<file path="config.mk">
export PLATFORM = sky130hd
export DESIGN_NAME = slmc_post
export DESIGN_NICKNAME = d
export VERILOG_FILES = /design/src/sv/slmc_pkg.sv /design/src/sv/slmc_post.sv
export SDC_FILE = /design/constraint.sdc
export NUM_CORES = 1
export LEC_CHECK = 0
export BUFFER_PORTS_ARGS = -buffer_cell sky130_fd_sc_hd__buf_4
export CAP_MARGIN = 20
export CORE_MARGIN = 2
export CORE_UTILIZATION = 35
export CTS_CLUSTER_DIAMETER = 50
export DETAILED_ROUTE_END_ITERATION = 6
export PLACE_DENSITY_LB_ADDON = 0.3
export REMOVE_ABC_BUFFERS = 1
export SLEW_MARGIN = 20
export SYNTH_ARGS = -nofsm -noshare
export SYNTH_HDL_FRONTEND = slang
export SYNTH_SLANG_ARGS = --single-unit
</file>
<file path="constraint.sdc">
create_clock -name clk -period 11.6 [get_ports clk]
set_clock_uncertainty 0.2 [all_clocks]
set_input_delay 2.32 -clock clk [delete_from_list [all_inputs] [get_ports clk]]
set_output_delay 2.32 -clock clk [all_outputs]
set_load 0.1 [all_outputs]
</file>
<file path="src/sv/slmc_pkg.sv">
// shared types, constants and helpers for the standardized linear / mlp classifier
// no dependencies
package slmc_pkg;

  localparam int FEATURES     = 8;
  localparam int HIDDEN_UNITS = 16;
  localparam int COEF_DEPTH   = 256;

  localparam int COEF_AW  = $clog2(COEF_DEPTH);
  localparam int FEAT_DEPTH = 16;
  localparam int FEAT_AW  = 4;
  localparam int STD_AW   = (FEATURES > 1) ? $clog2(FEATURES) : 1;
  localparam int HID_AW   = (HIDDEN_UNITS > 1) ? $clog2(HIDDEN_UNITS) : 1;
  localparam int MAX_TERMS = (FEATURES > HIDDEN_UNITS) ? FEATURES : HIDDEN_UNITS;
  localparam int KW       = $clog2(MAX_TERMS + 1);

  // coefficient map
  localparam int A_MEAN  = 0;
  localparam int A_SCALE = FEATURES;
  localparam int A_SVM_W = 2 * FEATURES;
  localparam int A_SVM_B = 3 * FEATURES;
  localparam int A_LDA_W = 3 * FEATURES + 1;
  localparam int A_LDA_B = 4 * FEATURES + 1;
  localparam int A_W0    = 4 * FEATURES + 2;
  localparam int A_B0    = A_W0 + FEATURES * HIDDEN_UNITS;
  localparam int A_W1    = A_B0 + HIDDEN_UNITS;
  localparam int A_B1    = A_W1 + HIDDEN_UNITS;

  // configuration
  localparam int CFG_IDX_W  = 3;
  localparam int CFG_DATA_W = 16;
  localparam logic [CFG_IDX_W-1:0] CFG_MODE      = 3'd0;
  localparam logic [CFG_IDX_W-1:0] CFG_GAIN      = 3'd1;
  localparam logic [CFG_IDX_W-1:0] CFG_THRESHOLD = 3'd2;
  localparam logic [CFG_IDX_W-1:0] CFG_UNK_EN    = 3'd3;
  localparam logic [CFG_IDX_W-1:0] CFG_TRAINED   = 3'd4;

  localparam logic [1:0] MODE_SVM  = 2'd0;
  localparam logic [1:0] MODE_LDA  = 2'd1;
  localparam logic [1:0] MODE_MLP  = 2'd2;
  localparam logic [1:0] MODE_RSVD = 2'd3;

  localparam logic OP_COEF = 1'b0;
  localparam logic OP_FEAT = 1'b1;

  localparam logic [1:0] INTENT_LEFT    = 2'd0;
  localparam logic [1:0] INTENT_RIGHT   = 2'd1;
  localparam logic [1:0] INTENT_UNKNOWN = 2'd2;

  localparam logic [13:0] SCORE_FULL = 14'd10000;
  localparam logic [16:0] P_ONE      = 17'd65536;
  localparam logic [16:0] P_HALF     = 17'd32768;

  typedef struct packed {
    logic               op;
    logic [7:0]         coef_addr;
    logic [3:0]         feature_index;
    logic signed [31:0] value;
    logic               last;
  } slmc_in_t;

  typedef struct packed {
    logic [1:0]  intent;
    logic [13:0] left_score;
    logic [13:0] right_score;
    logic [13:0] confidence;
    logic        trained;
  } slmc_out_t;

  typedef struct packed {
    logic [13:0] threshold;
    logic        unknown_enable;
    logic        trained;
  } slmc_post_cfg_t;

  // sigmoid at k/2, q1.16, entries past the end are one
  function automatic logic [16:0] sig_tab(input logic [4:0] k);
    logic [16:0] v;
    unique case (k)
      5'd0:  v = 17'd32768;
      5'd1:  v = 17'd40793;
      5'd2:  v = 17'd47911;
      5'd3:  v = 17'd53581;
      5'd4:  v = 17'd57724;
      5'd5:  v = 17'd60565;
      5'd6:  v = 17'd62428;
      5'd7:  v = 17'd63615;
      5'd8:  v = 17'd64357;
      5'd9:  v = 17'd64816;
      5'd10: v = 17'd65097;
      5'd11: v = 17'd65269;
      5'd12: v = 17'd65374;
      5'd13: v = 17'd65438;
      5'd14: v = 17'd65476;
      5'd15: v = 17'd65500;
      5'd16: v = 17'd65514;
      5'd17: v = 17'd65523;
      5'd18: v = 17'd65528;
      5'd19: v = 17'd65531;
      5'd20: v = 17'd65533;
      5'd21: v = 17'd65534;
      5'd22: v = 17'd65535;
      5'd23: v = 17'd65535;
      default: v = 17'd65536;
    endcase
    return v;
  endfunction

  function automatic logic signed [31:0] sat32(input logic signed [63:0] v);
    logic signed [31:0] r;
    if (v > 64'sd2147483647) r = 32'sh7FFFFFFF;
    else if (v < -64'sd2147483648) r = 32'sh80000000;
    else r = v[31:0];
    return r;
  endfunction

endpackage

</file>
<file path="src/sv/slmc_post.sv">
// sigmoid by table interpolation, then scores, confidence and intent
// depends on slmc_pkg
module slmc_post (
  input  logic                        clk,
  input  logic                        rst_n,
  input  logic                        start,
  input  logic signed [63:0]          x,
  input  slmc_pkg::slmc_post_cfg_t    cfg,
  output logic                        done,
  output slmc_pkg::slmc_out_t         result
);
  import slmc_pkg::*;

  logic        v1_r, v2_r, v3_r, done_r;
  logic        neg1_r, sat1_r;
  logic [16:0] lo1_r;
  logic [12:0] diff1_r;
  logic [14:0] frac1_r;
  logic [16:0] p2_r;
  logic [13:0] sr3_r;
  logic        right3_r;
  slmc_out_t   result_r;

  logic [63:0] a;
  logic [4:0]  idx;
  logic [16:0] lo, hi;
  logic [28:0] prodi;
  logic [16:0] pos;
  logic [30:0] t;
  logic [14:0] sr;
  logic [13:0] sr_c, sl, conf;

  always_comb begin
    a     = x[63] ? 64'(-x) : 64'(x);
    idx   = a[19:15];
    lo    = sig_tab(idx);
    hi    = sig_tab(idx + 5'd1);
    prodi = 29'(diff1_r) * 29'(frac1_r) + 29'd16384;
    pos   = sat1_r ? P_ONE : lo1_r + 17'(prodi >> 15);
    t     = 31'(p2_r) * 31'(SCORE_FULL) + 31'd32768;
    sr    = t[30:16];
    sr_c  = (sr > 15'(SCORE_FULL)) ? SCORE_FULL : sr[13:0];
    sl    = SCORE_FULL - sr3_r;
    conf  = (sl > sr3_r) ? sl - sr3_r : sr3_r - sl;
  end

  always_ff @(posedge clk) begin
    if (!rst_n) begin
      v1_r   <= 1'b0;
      v2_r   <= 1'b0;
      v3_r   <= 1'b0;
      done_r <= 1'b0;
    end else begin
      v1_r   <= start;
      v2_r   <= v1_r;
      v3_r   <= v2_r;
      done_r <= v3_r;
    end
  end

  always_ff @(posedge clk) begin
    if (start) begin
      neg1_r  <= x[63];
      sat1_r  <= (a[63:20] != '0) || (idx >= 5'd24);
      lo1_r   <= lo;
      diff1_r <= 13'(hi - lo);
      frac1_r <= a[14:0];
    end
    if (v1_r) begin
      p2_r <= neg1_r ? P_ONE - pos : pos;
    end
    if (v2_r) begin
      sr3_r    <= sr_c;
      right3_r <= (p2_r >= P_HALF);
    end
    if (v3_r) begin
      result_r.right_score <= sr3_r;
      result_r.left_score  <= sl;
      result_r.confidence  <= conf;
      result_r.trained     <= cfg.trained;
      if (cfg.unknown_enable && (conf < cfg.threshold)) begin
        result_r.intent <= INTENT_UNKNOWN;
      end else begin
        result_r.intent <= right3_r ? INTENT_RIGHT : INTENT_LEFT;
      end
    end
  end

  assign done   = done_r;
  assign result = result_r;

endmodule

</file>
==> flow_summary.yaml <==
finish:
  layout-drive-gt1-share_pct: 9.04
  area_delta_synth_final_pct: 11.3
  multiInputGateArea_um2: 14200
  nNetsFinal: 2804
  diodes: 0
  fillCellCount: 5468
  register_area_um2: 3740
  postLayoutCoreUtil_pct: 39.5
drt:
  routed_wirelength_mm: 46.9
  route.detailed.drc: 0
  wl_per_cell_um: 15.4
  via_count: 15500
  first_pass_iters: 5
  ant_nets: 0
  drt_iter0_markers: 829
  routed_via_density: 5.09
worst_setup_path:
  worstPathArrival_ns: 9.54
  cp_slowest_stage_delay_ns: 0.62
  critPathMaxFanout: 13
  worstSetupPathType: "register to register"
  critPathLaunch: "frac1_r[5]"
  r2r_start: "frac1_r[5]"
  cpMostUsedCell: "fa_1"
  startpoint_type: "register"
  end_kind: "register"
  rr_worst_depth: 32
  critical_path.slowest_cell: "or4_1"
  required_ns: 11.58
yosys:
  synthTopCellsByArea: "edfxtp_1 (19%), fa_1 (19%), ha_1 (16%), inv_1 (7.2%), nand2_1 (4.2%)"
  syn_inst: 2209
  synth_top_area_cell: "edfxtp_1"
  synth_warnings: 0
  synth-edff-count: 122
  ys_ff_latch: 126
  synth_ff_type: "edfxtp_1"
  synthArstFlopShare_pct: 0
  avgSynthCellArea_um2: 8.88
  synth_top_area_share_pct: 18.7
  yosysSeqAreaShare_pct: 19.1
  ys_types: 91
  synth_area_um2: 19600
timing:
  rsz0062_at_grt: "no"
  hold_viol: 0
  drv_slew: 0
  tightest_slew_ns: 1.03
  min_period_ns: 9.56
  hold-worst-slack_ns: 0.318
  slew_headroom_pct: 30.7
  setup_viol: 0
  fmax_ghz: 0.105
  period_share_pct: 82.4
  fin_tns_setup_ns: 0
global_route:
  antenna_found_initial: 1
  grt_pass1_vias: 15700
  grt_pass1_wl_mm: 77.5
  grt_max_degree: 52
  gr-total-overflow: 0
  grt.total_usage_pct: 16.7
clock_network:
  cts_tree: "done"
  cts_buffers: 17
  htreeDepth: 4
  post_cts_resized: 0
  clk_latency_ns: 0.46
  post_cts_buffers: 0
  clockRootBuffer: "clkbuf_16"
  clkTransAtPathRegs_ns: 0.06
  cts_hold_buffers: 0
  clock-sinks: 126
  cts_buffer_depth: 2
worst_hold_path:
  hold_path.class: "register to register"
  worstHoldStart: "sr3_r[13]"
  holdPathStages: 0
floorplan:
  die_area_um2: 57900
  coreArea_um2: 55200
  die_height_um: 241
  rows: 86
  start_util_pct: 35.5
  io_pins: 129
  die_x_um: 241
placed_design:
  dp.final_hpwl_mm: 38.8
  portBuffers: 127
  gp_congestion: 0.885
status:
  status: "finished, final reports clean"
run:
  max_cap_violations: 0
stage by stage:
| step | cells | area, um^2 | setup WS (ns) |
|---|---|---|---|
| final | 3050 | 21800 | 2.04 |
| after global routing | 3050 | 21800 | 1.37 |
| after CTS | 3050 | 21800 | 1.97 |
| after detailed placement | 3018 | 21200 | 2.01 |
| after global placement | 3018 | 21200 | 2.19 |
| after floorplan | 2137 | 19300 | 2.81 |
sequential cells by signal, indices dropped and copies added, names as in the netlist:
signal and cells:
sat1_r 1, diff1_r 13, right3_r 1, sr3_r 14, frac1_r 15, result 43
v2_r 1, p2_r 17, v1_r 1, lo1_r 17, v3_r 1, done 1
neg1_r 1
critical path, delay by kind of cell (launching register included):
family | cells | cell delay, ns
flip-flops | 1 | 0.58
adder cells (fa/ha/maj) | 8 | 3.35
buffers and inverters | 4 | 0.21
AND/OR/NAND/NOR | 8 | 2.34
AO/OA/AOI/OAI | 10 | 2.26
XOR/XNOR | 2 | 0.31
kinds of logic after synthesis:
kind of cell | synth area share (%)
simple gates | 17.1
buf+inv | 8.73
fa+ha+maj | 34.5
compound gates | 13.7
flops | 19.1
xor+xnor | 5.77
mux | 1.12
other cells | 0.0191
path summary, 6_finish.rpt:
kind	to	slack, ns
setup / recovery	p2_r[15]	2.04
hold / removal	result[28]	0.32
setup reg to reg	p2_r[15]	2.04
hold reg to reg	result[28]	0.32
metal layers:
layer  vias up  GRT usage, %  wire, um
met5         -             0         0
met4         0          5.87      1140
met3        62          2.32      1890
met2       356          29.1     23100
met1      7483          21.0     20800
li1       7629             -         -
layout by cell type (no fill, tap or decap), drive strengths merged, types with 83 or more instances in the layout:
cell type / instances
and2: 103
xnor2: 83
nand2: 220
a21oi: 98
buf: 133
inv: 376
nor2: 118
ha: 250
fa: 182
edfxtp: 122
final cells by class:
| type | count | share of cell area (%) |
|---|---|---|
| clock buffers | 17 | 1.95 |
| inverters | 376 | 6.47 |
| repair buffers | 133 | 4.57 |
| clock inverters | 15 | 0.676 |
| well taps | 748 | 4.29 |
| flip-flops and latches | 126 | 17.2 |
| multi-input cells | 1635 | 64.9 |
cells in the mapped netlist, types with 7 or more instances:
| cell type | number |
|---|---|
| o21ai_0 | 76 |
| a21oi_1 | 97 |
| o211ai_1 | 13 |
| xor2_1 | 40 |
| ha_1 | 250 |
| clkbuf_1 | 60 |
| nand2_1 | 220 |
| o221ai_1 | 9 |
| a21o_1 | 14 |
| o21a_1 | 24 |
| mux2i_1 | 14 |
| inv_1 | 375 |
| a211oi_1 | 10 |
| or2_2 | 11 |
| nor4b_1 | 7 |
| and2_1 | 103 |
| and3_1 | 11 |
| a31oi_1 | 13 |
| o31ai_1 | 20 |
| edfxtp_1 | 122 |
| nor2_1 | 114 |
| or3_1 | 19 |
| fa_1 | 182 |
| nor4_1 | 18 |
| nor2b_1 | 19 |
| nand4_1 | 13 |
| nor3_1 | 40 |
| or4_1 | 8 |
| o2111ai_1 | 11 |
| xnor2_1 | 80 |
| o22ai_1 | 8 |
| nand2b_1 | 12 |
| and4_1 | 7 |
| nand3_1 | 34 |
Power is left out: the tool's default activity adds up to more than one toggle a clock period on the data nets, which glitch-free logic cannot reach.
