**src/sv/slmc_pkg.sv**
```systemverilog
// shared types, constants and helpers for the standardized linear / mlp classifier
// no dependencies
package slmc_pkg;

  localparam int FEATURES     = 8;
  localparam int HIDDEN_UNITS = 16;
  localparam int COEF_DEPTH   = 256;

  localparam int COEF_AW  = $clog2(COEF_DEPTH);
  localparam int FEAT_DEPTH = 16;
  localparam int FEAT_AW  = 4;
  localparam int STD_AW   = (FEATURES > 1) ? $clog2(FEATURES) : 1;
  localparam int HID_AW   = (HIDDEN_UNITS > 1) ? $clog2(HIDDEN_UNITS) : 1;
  localparam int MAX_TERMS = (FEATURES > HIDDEN_UNITS) ? FEATURES : HIDDEN_UNITS;
  localparam int KW       = $clog2(MAX_TERMS + 1);

  // coefficient map
  localparam int A_MEAN  = 0;
  localparam int A_SCALE = FEATURES;
  localparam int A_SVM_W = 2 * FEATURES;
  localparam int A_SVM_B = 3 * FEATURES;
  localparam int A_LDA_W = 3 * FEATURES + 1;
  localparam int A_LDA_B = 4 * FEATURES + 1;
  localparam int A_W0    = 4 * FEATURES + 2;
  localparam int A_B0    = A_W0 + FEATURES * HIDDEN_UNITS;
  localparam int A_W1    = A_B0 + HIDDEN_UNITS;
  localparam int A_B1    = A_W1 + HIDDEN_UNITS;

  // configuration
  localparam int CFG_IDX_W  = 3;
  localparam int CFG_DATA_W = 16;
  localparam logic [CFG_IDX_W-1:0] CFG_MODE      = 3'd0;
  localparam logic [CFG_IDX_W-1:0] CFG_GAIN      = 3'd1;
  localparam logic [CFG_IDX_W-1:0] CFG_THRESHOLD = 3'd2;
  localparam logic [CFG_IDX_W-1:0] CFG_UNK_EN    = 3'd3;
  localparam logic [CFG_IDX_W-1:0] CFG_TRAINED   = 3'd4;

  localparam logic [1:0] MODE_SVM  = 2'd0;
  localparam logic [1:0] MODE_LDA  = 2'd1;
  localparam logic [1:0] MODE_MLP  = 2'd2;
  localparam logic [1:0] MODE_RSVD = 2'd3;

  localparam logic OP_COEF = 1'b0;
  localparam logic OP_FEAT = 1'b1;

  localparam logic [1:0] INTENT_LEFT    = 2'd0;
  localparam logic [1:0] INTENT_RIGHT   = 2'd1;
  localparam logic [1:0] INTENT_UNKNOWN = 2'd2;

  localparam logic [13:0] SCORE_FULL = 14'd10000;
  localparam logic [16:0] P_ONE      = 17'd65536;
  localparam logic [16:0] P_HALF     = 17'd32768;

  typedef struct packed {
    logic               op;
    logic [7:0]         coef_addr;
    logic [3:0]         feature_index;
    logic signed [31:0] value;
    logic               last;
  } slmc_in_t;

  typedef struct packed {
    logic [1:0]  intent;
    logic [13:0] left_score;
    logic [13:0] right_score;
    logic [13:0] confidence;
    logic        trained;
  } slmc_out_t;

  typedef struct packed {
    logic [13:0] threshold;
    logic        unknown_enable;
    logic        trained;
  } slmc_post_cfg_t;

  // sigmoid at k/2, q1.16, entries past the end are one
  function automatic logic [16:0] sig_tab(input logic [4:0] k);
    logic [16:0] v;
    unique case (k)
      5'd0:  v = 17'd32768;
      5'd1:  v = 17'd40793;
      5'd2:  v = 17'd47911;
      5'd3:  v = 17'd53581;
      5'd4:  v = 17'd57724;
      5'd5:  v = 17'd60565;
      5'd6:  v = 17'd62428;
      5'd7:  v = 17'd63615;
      5'd8:  v = 17'd64357;
      5'd9:  v = 17'd64816;
      5'd10: v = 17'd65097;
      5'd11: v = 17'd65269;
      5'd12: v = 17'd65374;
      5'd13: v = 17'd65438;
      5'd14: v = 17'd65476;
      5'd15: v = 17'd65500;
      5'd16: v = 17'd65514;
      5'd17: v = 17'd65523;
      5'd18: v = 17'd65528;
      5'd19: v = 17'd65531;
      5'd20: v = 17'd65533;
      5'd21: v = 17'd65534;
      5'd22: v = 17'd65535;
      5'd23: v = 17'd65535;
      default: v = 17'd65536;
    endcase
    return v;
  endfunction

  function automatic logic signed [31:0] sat32(input logic signed [63:0] v);
    logic signed [31:0] r;
    if (v > 64'sd2147483647) r = 32'sh7FFFFFFF;
    else if (v < -64'sd2147483648) r = 32'sh80000000;
    else r = v[31:0];
    return r;
  endfunction

endpackage

```
**src/sv/slmc_div.sv**
```systemverilog
// standardization divider: ((x - mean) << 16) / scale, one quotient bit per cycle
// depends on slmc_pkg
module slmc_div (
  input  logic                clk,
  input  logic                rst_n,
  input  logic                start,
  input  logic signed [48:0]  num,
  input  logic signed [31:0]  den,
  output logic                done,
  output logic signed [31:0]  quot
);
  import slmc_pkg::*;

  logic [48:0] nq_r, nq_nxt;
  logic [32:0] rem_r, rem_nxt;
  logic [31:0] dmag_r, dmag_nxt;
  logic        neg_r, neg_nxt;
  logic [5:0]  cnt_r, cnt_nxt;
  logic        busy_r, busy_nxt;
  logic        fin_r, fin_nxt;
  logic        done_r, done_nxt;
  logic signed [31:0] quot_r, quot_nxt;
  logic [32:0] rem_sh;
  logic signed [63:0] qs;

  always_comb begin
    nq_nxt   = nq_r;
    rem_nxt  = rem_r;
    dmag_nxt = dmag_r;
    neg_nxt  = neg_r;
    cnt_nxt  = cnt_r;
    busy_nxt = busy_r;
    fin_nxt  = 1'b0;
    done_nxt = 1'b0;
    quot_nxt = quot_r;
    rem_sh   = {rem_r[31:0], nq_r[48]};
    qs       = neg_r ? -$signed({15'd0, nq_r}) : $signed({15'd0, nq_r});
    if (start) begin
      nq_nxt   = num[48] ? 49'(-num) : 49'(num);
      dmag_nxt = den[31] ? 32'(-den) : 32'(den);
      neg_nxt  = num[48] ^ den[31];
      rem_nxt  = '0;
      cnt_nxt  = 6'd49;
      busy_nxt = 1'b1;
    end else if (busy_r) begin
      if (rem_sh >= {1'b0, dmag_r}) begin
        rem_nxt = rem_sh - {1'b0, dmag_r};
        nq_nxt  = {nq_r[47:0], 1'b1};
      end else begin
        rem_nxt = rem_sh;
        nq_nxt  = {nq_r[47:0], 1'b0};
      end
      cnt_nxt = cnt_r - 6'd1;
      if (cnt_r == 6'd1) begin
        busy_nxt = 1'b0;
        fin_nxt  = 1'b1;
      end
    end else if (fin_r) begin
      quot_nxt = sat32(qs);
      done_nxt = 1'b1;
    end
  end

  always_ff @(posedge clk) begin
    if (!rst_n) begin
      busy_r <= 1'b0;
      fin_r  <= 1'b0;
      done_r <= 1'b0;
      cnt_r  <= '0;
    end else begin
      busy_r <= busy_nxt;
      fin_r  <= fin_nxt;
      done_r <= done_nxt;
      cnt_r  <= cnt_nxt;
    end
  end

  always_ff @(posedge clk) begin
    nq_r   <= nq_nxt;
    rem_r  <= rem_nxt;
    dmag_r <= dmag_nxt;
    neg_r  <= neg_nxt;
    quot_r <= quot_nxt;
  end

  assign done = done_r;
  assign quot = quot_r;

endmodule

```
**config.mk**
```make
export PLATFORM = sky130hd
export DESIGN_NAME = slmc_div
export DESIGN_NICKNAME = d
export VERILOG_FILES = /design/src/sv/slmc_pkg.sv /design/src/sv/slmc_div.sv
export SDC_FILE = /design/constraint.sdc
export NUM_CORES = 1
export LEC_CHECK = 0
export BUFFER_PORTS_ARGS = -buffer_cell sky130_fd_sc_hd__buf_4
export CAP_MARGIN = 40
export CORE_MARGIN = 2
export CORE_UTILIZATION = 40
export CTS_BUF_LIST = sky130_fd_sc_hd__clkbuf_8
export DETAILED_ROUTE_END_ITERATION = 8
export PLACE_DENSITY = 0.62
export SYNTH_ARGS = -nofsm -noshare
export SYNTH_HDL_FRONTEND = slang
export SYNTH_SLANG_ARGS = --single-unit
```
**constraint.sdc**
```tcl
create_clock -name clk -period 4.65 [get_ports clk]
set_input_delay 0.2325 -clock clk [delete_from_list [all_inputs] [get_ports clk]]
set_output_delay 0.2325 -clock clk [all_outputs]
set_load 0.02 [all_outputs]
```
==> impl_metrics.ini <==
[timing]
setup_slack_ps = 494
hold_viol_final = 0
tns_ps = 0
finalSetupViolCount = 0
fin_skew_ps = 16.1
grt_setup_unrepaired = no
min_period_ps = 4160
drv_slew = 0
worst_pin_slew_ps = 843
timing.fmax_mhz = 241
fin_crit_sh = 0.894
relSlewSlack = 0.424

[clock_network]
cts.sinks = 155
post-cts-setup-buffers = 0
clk_latency_ps = 470
cts-root-buf = clkbuf_8
cts_tree = yes
cts_buffers = 17
cts.clk_slew.worst_paths_ps = 90
clk_path_buf_depth = 2
htreeDepth = 4

[yosys]
synth_top_flop_cell = edfxtp_1
synth_area_mm2 = 0.0108
yosysWarnings = 0
synth_edf_count = 114
yosys.area_share.simple = 0.171
synth.area.mux_share = 0.0301
synth_top_family_by_area = compound AO/OA/AOI/OAI gates
syn_inst = 1169
syn_area_per_cell_um2 = 9.22
ys_async_sr_fraction = 0
synthAdderAreaFrac = 0.0448
ys_types = 67
yosys_register_bits = 155
synth_compound_gate_area_share = 0.195
ys_seq_area_frac = 0.394
synth_fp_nets = 1291
synth_xor_xnor_area_share = 0.122

[routing]
drc = 0
wl_mm = 25.7
avgViaCountPerCell = 5.45
drtPass1Iterations = 5
initialDrtViolationCount = 647
wl_per_cell_um = 15.9
ant_nets = 0
vias = 8792

[final_layout]
post-route-util = 0.463
num_antenna_cells = 0
finalInstanceArea_mm2 = 0.0124
drive_gt1_frac = 0.171
area_delta_synth_final_pct = 14.9
nNetsFinal = 1380

[global_route]
grt_max_degree = 164
antenna_found_initial = 0
grt_pass1_vias = 8300
grt_use_total = 0.182
grt-ovfl-total = 0
grt_pass1_wl_mm = 42.1

[die]
ios = 117
fp-row-count = 60
die_x_um = 168
die_h_um = 168
coreArea_mm2 = 0.0267
die_area_mm2 = 0.0283
initial_core_util = 0.403

[flow_run]
maxCapViolCount = 0

[critical_path]
critPathLaunchType = flip-flop
critPathKind = flip-flop to flip-flop
critPathBufInv = 2
reg2reg_from = nq_r[0]
crit_slowest_cell = or4_1
r2r-end = quot[21]
arrival_ps = 4470
critPathTopFamily = simple AND/OR/NAND/NOR gates
crit_chain = inv_1, ha_1, or4b_1, nor3_1, nand3_1, or4_1, xnor2_1, nor4_1, o2111ai_1, nor4_4, nor2_4, buf_4, o21ai_2
crit_path_end_kind = flip-flop
crit_path_start = nq_r[0]
rr_worst_depth = 13
critPathRequiredTime_ps = 4960
cp_max_fo = 30
crit_path_max_incr_delay_ps = 580
r2r_slack_ps = 490

[pwr]
irDropWorstVdd_uv = 160
p_leak_nw = 4.85
p_total_mw = 3.76
cellPowerDensity_mw_per_mm2 = 304

[place]
preCtsSetupSlack_ps = 540
routabilityCongestion = 0.890
dpl_cell_area_mm2 = 0.0120
dp_hpwl_mm = 18.9
numPortBuffers = 116

[worst_hold_path]
hold_path.class = primary input to flip-flop
hold_path_depth = 2
hp-start = rst_n
holdPathEnd = cnt_r[5]

[status]
status = complete, no violations
==> layer usage <==
metal | track usage | routed length, µm | vias to the layer above
li1 | - | - | 4469
met1 | 0.247 | 12100 | 4114
met2 | 0.307 | 12300 | 186
met3 | 0.0247 | 900 | 23
met4 | 0.0484 | 327 | 0
met5 | 0 | 0 | -
==> sequential cells by signal (all words and copies together), names as in the netlist <==
name / flops
nq_r: 49
dmag_r: 32
quot: 32
rem_r: 32
cnt_r: 6
busy_r: 1
done: 1
fin_r: 1
neg_r: 1
==> worst max-delay path by stage <==
stage	end	depth (start not counted)
after global routing	quot[21]	13
after floorplan	quot[23]	13
after global placement	quot[4]	13
after detailed placement	quot[1]	13
after CTS	quot[21]	13
final	quot[21]	13
==> what timing repair did <==
| item | 4_1_cts | 5_1_grt |
|---|---|---|
| setup endpoints to repair | 0 | 0 |
| hold endpoints to repair | 1 | 0 |
| resized for setup | 0 | 0 |
| hold buffers | 1 | 0 |
==> synthesized netlist by cell type (all sizes together) (3+ instances only) <==
cell    count  area share
a211oi     26       0.018
a21o       14      0.0098
a21oi      79       0.037
a31o        3      0.0024
a31oi       9      0.0052
and3        8      0.0046
buf        11      0.0064
clkbuf     49       0.017
dfxtp      41       0.076
edfxtp    114        0.32
ha         37       0.043
inv        56       0.020
mux2        3      0.0031
mux2i      29       0.027
nand2      70       0.025
nand2b     14      0.0081
nand3      29       0.013
nand4      13      0.0081
nor2      120       0.042
nor2b      12      0.0070
nor3       22       0.011
nor3b       5      0.0035
nor4       15       0.012
o211ai      3      0.0021
o21a       10      0.0070
o21ai      94       0.054
o21bai      3      0.0021
o31ai      35       0.024
o32ai       3      0.0024
o41ai      20       0.016
or2         7      0.0041
or3        14      0.0081
or4        23       0.017
xnor2      59       0.048
xor2       91       0.074
==> metrics by stage <==
step / hold WS, ps / std cells
global placement: 435 / 1578
finish: 28.7 / 1612
CTS: 6.89 / 1612
global route: 19.7 / 1612
detailed placement: 437 / 1579
floorplan: 331 / 1169
==> final cells by class <==
cell class / count / area (µm²)
clock buffers: 17 / 234
repair buffers: 130 / 1020
multi-input cells: 898 / 6070
flip-flops and latches: 155 / 4240
inverters: 56 / 210
well taps: 341 / 427
clock inverters: 15 / 178
fillers: 2587 / 14300
==> cells by family (layout without fill, tap and decap cells) <==
| group | count (synthesis) | after routing |
|---|---|---|
| simple gates | 361 | 361 |
| compound gates | 317 | 317 |
| flops | 155 | 155 |
| xor+xnor | 150 | 150 |
| buf+inv | 116 | 218 |
| fa+ha+maj | 38 | 38 |
| mux | 32 | 32 |
==> power breakdown <==
group / internal [mW] / switching [mW]
clock: 0.498 / 0.589
sequential: 1.62 / 0.111
combinational: 0.405 / 0.538
total: 2.53 / 1.24
==> cells in the final DEF, fill, tap and decap left out, types with 35 or more instances in the layout <==
master	instances
inv_1	54
o31ai_1	35
a21oi_1	79
nand2_1	69
buf_4	126
dfxtp_1	41
edfxtp_1	114
o21ai_0	41
nor2_1	119
ha_1	37
xor2_1	91
xnor2_1	59
(Power assumes the default switching activity.)
